`src/rtl/maze_backtracker_generator_defines.svh`:
```
// Assertion helpers for the maze carver.
`ifndef MAZE_BACKTRACKER_GENERATOR_DEFINES_SVH
`define MAZE_BACKTRACKER_GENERATOR_DEFINES_SVH

// Same-cycle implication, disabled while reset is low.
`define MBG_ASSERT_IMP(lbl, clk, rstn, ante, cons, msg) \
  lbl: assert property (@(posedge clk) disable iff (!rstn) (ante) |-> (cons)) \
    else $error(msg);

// Next-cycle implication, disabled while reset is low.
`define MBG_ASSERT_NXT(lbl, clk, rstn, ante, cons, msg) \
  lbl: assert property (@(posedge clk) disable iff (!rstn) (ante) |=> (cons)) \
    else $error(msg);

`endif

```
`src/rtl/mbg_pkg.sv`:
```
package mbg_pkg;

  localparam int ROWS       = 32;
  localparam int COLS       = 32;
  localparam int CELL_COUNT = ROWS * COLS;

  localparam int ROW_W  = (ROWS > 1) ? $clog2(ROWS) : 1;
  localparam int COL_W  = (COLS > 1) ? $clog2(COLS) : 1;
  localparam int CELL_W = (CELL_COUNT > 1) ? $clog2(CELL_COUNT) : 1;
  localparam int DEP_W  = $clog2(CELL_COUNT + 1);

  localparam int IN_ROW_W  = 5;
  localparam int IN_COL_W  = 5;
  localparam int RND_W     = 15;
  localparam int OUT_ROW_W = 6;
  localparam int OUT_COL_W = 5;

  localparam int SLOT_N = 8;
  localparam int SLOT_W = 3;
  localparam int CNT_W  = 4;

  // Remainder unit: one 4-bit digit of the random value per cycle.
  localparam int MOD_DIG_BITS = 4;
  localparam int MOD_DIGITS   = (RND_W + MOD_DIG_BITS - 1) / MOD_DIG_BITS;
  localparam int DVD_W        = MOD_DIGITS * MOD_DIG_BITS;
  localparam int MOD_CNT_W    = (MOD_DIGITS > 1) ? $clog2(MOD_DIGITS) : 1;

  localparam logic OP_START = 1'b0;
  localparam logic OP_STEP  = 1'b1;

  typedef enum logic [1:0] {
    DIR_UP,
    DIR_LEFT,
    DIR_DOWN,
    DIR_RIGHT
  } dir_t;

  // Neighbor list order: up, left, up, down, left, right, right, down.
  localparam dir_t SLOT_DIR [SLOT_N] = '{DIR_UP, DIR_LEFT, DIR_UP, DIR_DOWN,
                                          DIR_LEFT, DIR_RIGHT, DIR_RIGHT, DIR_DOWN};

  typedef logic [SLOT_N-1:0] slot_mask_t;

  typedef struct packed {
    logic [ROW_W-1:0] row;
    logic [COL_W-1:0] col;
    slot_mask_t       mask;
  } frame_t;

  typedef enum logic [3:0] {
    ST_IDLE,
    ST_CLEAR,
    ST_START_PUSH,
    ST_MOD,
    ST_PICK,
    ST_CHECK,
    ST_POP_CHK,
    ST_POP_WAIT,
    ST_DONE
  } mbg_state_t;

  typedef struct packed {
    logic load_in;
    logic mod_start;
    logic clear_step;
    logic start_push;
    logic pick;
    logic check;
    logic pop;
    logic pop_load;
  } mbg_cmd_t;

  typedef struct packed {
    logic clr_last;
    logic mod_done;
    logic depth_zero;
    logic depth_one;
    logic top_empty;
  } mbg_stat_t;

  function automatic logic dir_ok(input logic [ROW_W-1:0] row,
                                  input logic [COL_W-1:0] col,
                                  input dir_t d);
    logic ok;
    case (d)
      DIR_UP:   ok = (row != '0);
      DIR_LEFT: ok = (col != '0);
      DIR_DOWN: ok = (int'(row) + 1 < ROWS);
      default:  ok = (int'(col) + 1 < COLS);
    endcase
    return ok;
  endfunction

  function automatic slot_mask_t neighbor_mask(input logic [ROW_W-1:0] row,
                                               input logic [COL_W-1:0] col);
    slot_mask_t m;
    m = '0;
    for (int s = 0; s < SLOT_N; s++) begin
      m[s] = dir_ok(row, col, SLOT_DIR[s]);
    end
    return m;
  endfunction

  function automatic logic [CNT_W-1:0] mask_count(input slot_mask_t m);
    logic [CNT_W-1:0] n;
    n = '0;
    for (int s = 0; s < SLOT_N; s++) begin
      n = n + CNT_W'(m[s]);
    end
    return n;
  endfunction

  // Slot of the k-th set bit, counting from the low end.
  function automatic logic [SLOT_W-1:0] pick_slot(input slot_mask_t m,
                                                  input logic [SLOT_W-1:0] k);
    logic [SLOT_W:0]   seen;
    logic [SLOT_W-1:0] slot;
    logic              found;
    seen  = '0;
    slot  = '0;
    found = 1'b0;
    for (int s = 0; s < SLOT_N; s++) begin
      if (m[s] && !found) begin
        if (seen == {1'b0, k}) begin
          found = 1'b1;
          slot  = SLOT_W'(s);
        end else begin
          seen = seen + 1'b1;
        end
      end
    end
    return slot;
  endfunction

  function automatic logic [ROW_W-1:0] sat_row(input logic [IN_ROW_W-1:0] v);
    logic [ROW_W-1:0] r;
    if (int'(v) >= ROWS) r = ROW_W'(ROWS - 1);
    else r = ROW_W'(v);
    return r;
  endfunction

  function automatic logic [COL_W-1:0] sat_col(input logic [IN_COL_W-1:0] v);
    logic [COL_W-1:0] c;
    if (int'(v) >= COLS) c = COL_W'(COLS - 1);
    else c = COL_W'(v);
    return c;
  endfunction

  function automatic logic [CELL_W-1:0] cell_addr(input logic [ROW_W-1:0] row,
                                                  input logic [COL_W-1:0] col);
    return CELL_W'(int'(row) * COLS + int'(col));
  endfunction

endpackage

```
`src/rtl/mbg_ctrl.sv`:
```
// Sequencer for start and step items.
module mbg_ctrl (
  input  logic                clk,
  input  logic                rst_n,
  input  logic                start,
  input  logic                in_operation,
  input  mbg_pkg::mbg_stat_t  stat,
  output mbg_pkg::mbg_cmd_t   cmd,
  output logic                busy,
  output logic                out_valid
);

  mbg_pkg::mbg_state_t state_r;
  mbg_pkg::mbg_state_t state_nxt;
  logic                accept;

  assign accept = start && (state_r == mbg_pkg::ST_IDLE || state_r == mbg_pkg::ST_DONE);

  always_comb begin
    state_nxt = state_r;
    case (state_r)
      mbg_pkg::ST_IDLE, mbg_pkg::ST_DONE: begin
        if (!start) state_nxt = mbg_pkg::ST_IDLE;
        else if (in_operation == mbg_pkg::OP_START) state_nxt = mbg_pkg::ST_CLEAR;
        else if (stat.depth_zero) state_nxt = mbg_pkg::ST_DONE;
        else state_nxt = mbg_pkg::ST_MOD;
      end
      mbg_pkg::ST_CLEAR: begin
        if (stat.clr_last) state_nxt = mbg_pkg::ST_START_PUSH;
      end
      mbg_pkg::ST_START_PUSH: state_nxt = mbg_pkg::ST_POP_CHK;
      mbg_pkg::ST_MOD: begin
        if (stat.mod_done) state_nxt = mbg_pkg::ST_PICK;
      end
      mbg_pkg::ST_PICK:  state_nxt = mbg_pkg::ST_CHECK;
      mbg_pkg::ST_CHECK: state_nxt = mbg_pkg::ST_POP_CHK;
      mbg_pkg::ST_POP_CHK: begin
        if (!stat.depth_zero && stat.top_empty && !stat.depth_one) begin
          state_nxt = mbg_pkg::ST_POP_WAIT;
        end else begin
          state_nxt = mbg_pkg::ST_DONE;
        end
      end
      mbg_pkg::ST_POP_WAIT: state_nxt = mbg_pkg::ST_POP_CHK;
      default: state_nxt = mbg_pkg::ST_IDLE;
    endcase
  end

  always_comb begin
    cmd            = '0;
    cmd.load_in    = accept;
    cmd.mod_start  = accept && in_operation == mbg_pkg::OP_STEP && !stat.depth_zero;
    cmd.clear_step = (state_r == mbg_pkg::ST_CLEAR);
    cmd.start_push = (state_r == mbg_pkg::ST_START_PUSH);
    cmd.pick       = (state_r == mbg_pkg::ST_PICK);
    cmd.check      = (state_r == mbg_pkg::ST_CHECK);
    cmd.pop        = (state_r == mbg_pkg::ST_POP_CHK) && !stat.depth_zero && stat.top_empty;
    cmd.pop_load   = (state_r == mbg_pkg::ST_POP_WAIT);
    busy           = !(state_r == mbg_pkg::ST_IDLE || state_r == mbg_pkg::ST_DONE);
    out_valid      = (state_r == mbg_pkg::ST_DONE);
  end

  always_ff @(posedge clk) begin
    if (!rst_n) state_r <= mbg_pkg::ST_IDLE;
    else state_r <= state_nxt;
  end

endmodule

```
`config.mk`:
```
export PLATFORM = sky130hd
export DESIGN_NAME = mbg_ctrl
export DESIGN_NICKNAME = d
export VERILOG_FILES = /design/src/rtl/maze_backtracker_generator_defines.svh /design/src/rtl/mbg_pkg.sv /design/src/rtl/mbg_ctrl.sv
export SDC_FILE = /design/constraint.sdc
export NUM_CORES = 1
export LEC_CHECK = 0
export BUFFER_PORTS_ARGS = -buffer_cell sky130_fd_sc_hd__buf_2
export CELL_PAD_IN_SITES_DETAIL_PLACEMENT = 0
export CELL_PAD_IN_SITES_GLOBAL_PLACEMENT = 2
export CORE_MARGIN = 10
export CORE_UTILIZATION = 19
export DETAILED_ROUTE_END_ITERATION = 16
export PLACE_DENSITY_LB_ADDON = 0.1
export SLEW_MARGIN = 20
export SYNTH_ARGS = -nofsm -noshare
export SYNTH_HDL_FRONTEND = slang
export SYNTH_SLANG_ARGS = --single-unit
```
`constraint.sdc`:
```
create_clock -name clk -period 1.2 [get_ports clk]
set_input_delay 0.06 -clock clk [delete_from_list [all_inputs] [get_ports clk]]
set_output_delay 0.06 -clock clk [all_outputs]
set_load 0.01 [all_outputs]
```
* Yosys cells after proc, flatten, opt, wreduce, memory -nomap -nowiden *
Cells that the tools add are included.

word-level totals
  bits in registers = 4
  input port bits = 9
  output and inout bits = 10
  logic and storage cells = 33

operators by class
  equality and inequality tests = 10
  mux-type cells = 7
  reduce and logical (&&, ||, !) cells = 15

operators by type and width
  cell                                                  count
  two-way mux 4 bit                                     6
  one-hot mux 4 bit (6 select lines)                    1
  equality test 4 x 3 -> 1 bit (second input constant)  4
  equality test 4 x 2 -> 1 bit (second input constant)  2
  logical AND 1 bit                                     7
  equality test 4 x 1 -> 1 bit (second input constant)  1
  equality test 4 bit (second input constant)           1
  zero test 4 bit                                       1
  inequality test 2 bit (second input constant)         2
  zero test 1 bit                                       3
  OR reduction 3 bit                                    1
  AND reduction 2 bit                                   1
  OR reduction 2 bit                                    1
  logical OR 1 bit                                      1

* Logic depth before layout (Yosys ltp) *
  depth in word-level cells = 5
  mapped depth = 5
  depth with buffers taken out = 4

* Worst setup path before layout *
Ideal clock, no wire load.

  path type = reg-to-reg
  start point = register state_r[1]
  end point = register state_r[1]
  arrival = 1.172 ns
  setup slack = -0.032 ns
  stages on the path, launching flop included = 6
  buffers on the path = 1
  cells stage by stage = dfxtp_1 > buf_6 > nor3_2 > nand2_2 > nor3b_4 > o311a_1

on the way
  word-level cells in the longest chain between the ends = 3
  elaborated cells between the ends (all ways) = 15
  classes of those cells = 10 x eq/ne; 1 x mux; 4 x reduce/logical

RTL lines
  element                                                                    line            text
  start, declared                                                            mbg_ctrl.sv:13  mbg_pkg::mbg_state_t state_r;
  start signal, assigned                                                     mbg_ctrl.sv:64  if (!rst_n) state_r <= mbg_pkg::ST_IDLE;
  start signal, assigned                                                     mbg_ctrl.sv:65  else state_r <= state_nxt;
  equality test 4 x 3 -> 1 bit (tied with other cells)                       mbg_ctrl.sv:21  case (state_r)
  OR reduction 3 bit (no line) (tied with other cells)                       --
  one-hot mux 4 bit (6 select lines) or AND reduction 2 bit (tied branches)  --

Parallel ways exist; a longest one is shown, timed or not.
A chain may end at the register's enable or synchronous reset.

==> flow_summary.json <==
{
  "wl_mm": 1.171,
  "endpoint_kind": "primary output",
  "cp_top_family": "simple AND/OR/NAND/NOR gates",
  "drc": 0,
  "cts_buffer_depth": 2,
  "path_depth": 5,
  "fmax_mhz": 770.2,
  "drt_pre_antenna_iters": 3,
  "nets": 89,
  "crit_buf_inv": 2,
  "crit_slowest_cell": "dfxtp_2",
  "drive_gt1_share_pct": 67.95,
  "rrSetupSlack_ps": -20,
  "num_rows": 15,
  "root_buffer": "clkbuf_4",
  "irDropWorstVdd_mv": 0.6424,
  "crit_chain": "buf_6 > nor3_4 > nand2_2 > nor3b_4 > buf_2",
  "diodes": 0,
  "chipWidth_um": 63.32,
  "grt_pass1_vias": 494,
  "htreeDepth": 1,
  "synth-seq-cells": 4,
  "largest_reg_flops": 4,
  "cts.sinks": 4,
  "critPathMaxFanout": 4,
  "hp-class": "in2reg",
  "antenna_found_initial": 0,
  "cap_violations": 0,
  "min_period_over_period_pct": 108.2,
  "fin_setup_tns_ps": -252.4,
  "post-route-min-period_ps": 1298,
  "path_clk_slew_ps": 40,
  "worstSetupPathType": "reg2out",
  "synthDistinctLibCells": 26,
  "setup_slack_ps": -98.28,
  "status": "complete, but fails checks",
  "tightestPinTransition_ps": 276.9,
  "critPathCapture": "cmd[6]",
  "stdcell_area_sq_um": 658.1,
  "synthToLayoutAreaGrowth_pct": 84.56,
  "p_leak_nw": 0.3249,
  "violations": "setup timing",
  "placed_area_sq_um": 530.5,
  "cts_inserted_buffers": 3,
  "netlist_area_sq_um": 356.6,
  "grt_max_degree": 9,
  "wl_met3_um": 48,
  "avgSynthCellArea_sq_um": 7.752,
  "synth_warnings": 0,
  "routed-wl-met2_um": 564,
  "clock-skew-final_ps": 0.1057,
  "p_per_area_nw_per_um2": 1697,
  "setup_viol": 6,
  "drtIter0Drc": 1,
  "syn_inst": 46,
  "ff2ff_path_depth": 5,
  "placed_cells": 96,
  "dieHeight_um": 63.32,
  "dp.final_hpwl_um": 982,
  "cts_tree": "built",
  "start_util_pct": 20.43,
  "regMostFlops": "state_r",
  "crit_arrival_ps": 1240,
  "cp-startpoint": "state_r[0]$_SDFFE_PN0P_",
  "wl_per_cell_um": 11.37,
  "timing.rr.start": "state_r[1]$_SDFFE_PN0P_",
  "ff_latch_area_sq_um": 90.09,
  "slew_viol_final": 0,
  "place.gp.congestion": 0.6776,
  "worstSetupStartpointType": "flip-flop",
  "placeableCoreArea_sq_um": 1745,
  "overflow": 0,
  "hold_buffers": 0,
  "stdcell_count": 103,
  "final_cell_mix": "18 x buf_2, 10 x buf_4, 5 x nand2b_1",
  "vias_per_cell": 4.320,
  "grt_setup_unrepaired": "yes",
  "dr.max_layer_used": "met4",
  "timing.hold.ws_ps": 105.6,
  "port_buffers": 18,
  "fillCellCount": 189,
  "reg_top3": "state_r x4",
  "yosysSeqAreaShare_pct": 22.46,
  "layout_commonest_cell": "buf_2",
  "die_area_sq_um": 4009,
  "syn_nets": 55,
  "rr_endpoint": "state_r[1]$_SDFFE_PN0P_",
  "ant_nets": 0,
  "vias": 445,
  "gr-usage-all-layers_pct": 6.214,
  "io_pins": 19,
  "critPathMaxStageDelay_ps": 330,
  "wirelength_met1_um": 530,
  "multiInputGateArea_sq_um": 292.8,
  "crit_required_ps": 1140,
  "max_slew_margin_pct": 81.54,
  "timing.final.hold_violations": 0,
  "clock_latency_ps": 230,
  "grt_pass1_wl_mm": 1.987
}
## how the worst min path moves through the flow
stage	start	endpoint	slack (ps)	cells past startpoint
after floorplan	stat[2]	cmd[6]	150	1
final	rst_n	state_r[1]$_SDFFE_PN0P_	110	2
after CTS	rst_n	state_r[1]$_SDFFE_PN0P_	100	2
after detailed placement	rst_n	state_r[0]$_SDFFE_PN0P_	360	2
after global routing	rst_n	state_r[1]$_SDFFE_PN0P_	110	2
after global placement	rst_n	state_r[1]$_SDFFE_PN0P_	360	2
## layer usage
metal / vias to the layer above / GRT usage [%]
met5: - / 0
met4: 0 / 6.284
met3: 2 / 2.297
met2: 13 / 9.548
met1: 199 / 6.201
li1: 231 / -
## repair_timing
action	in CTS	in global routing
gates resized for setup	10	10
endpoints found under the hold margin	0	0
setup buffers	3	1
cloned	0	0
setup endpoints to repair	14	11
pin swaps	2	2
## cells by family after synthesis
| logic type | count (synthesis) | synth area share, % |
|---|---|---|
| buffers and inverters | 6 | 9.824 |
| AO/OA/AOI/OAI | 9 | 20.35 |
| AND/OR/NAND/NOR | 27 | 47.37 |
| flip-flops | 4 | 22.46 |
## synthesized netlist by cell type
cell,instances,area (sq um)
inv_1,3,11.26
nor2_1,5,18.77
nand4b_1,1,8.760
o311a_1,1,10.01
dfxtp_1,4,80.08
nor3_2,1,10.01
buf_2,1,5.000
nand2_1,2,7.510
o21ai_0,2,10.01
nand2b_1,5,31.28
a31oi_1,1,6.260
a2111oi_2,1,15.01
nor3_1,5,25.02
o22ai_1,1,6.260
nor2b_1,2,12.51
or3b_2,1,8.760
o2111ai_1,1,8.760
nor3b_4,1,18.77
and2_1,1,6.260
buf_6,1,11.26
buf_4,1,7.510
nand2_2,1,6.260
nor2_2,1,6.260
o41a_1,1,11.26
or2_4,1,8.760
a21oi_1,1,5.000
## through the flow
stage          worst slack, ps  utilization (%)  total power, W
6_report                -98.28            37.71        0.001117
4_1_cts                 -128.5            34.48        0.001050
3_3_place_gp            -76.69            30.39       0.0007904
2_1_floorplan           -12.30                -       0.0005556
5_1_grt                 -190.5            37.71        0.001223
3_5_place_dp            -72.65            30.39       0.0007811
## power by group
group	switching, W	internal, W
logic	0.000327	0.000385
clock network	0.0000497	0.000112
registers	0.0000592	0.000184
## final cells by class
type	instances	area share, %
multi-input cells	36	44.49
well taps	25	4.753
repair buffers	32	31.94
flip-flops and latches	4	13.69
inverters	3	1.711
clock buffers	3	3.422
Note: power is estimated with default switching activity, not from simulation.
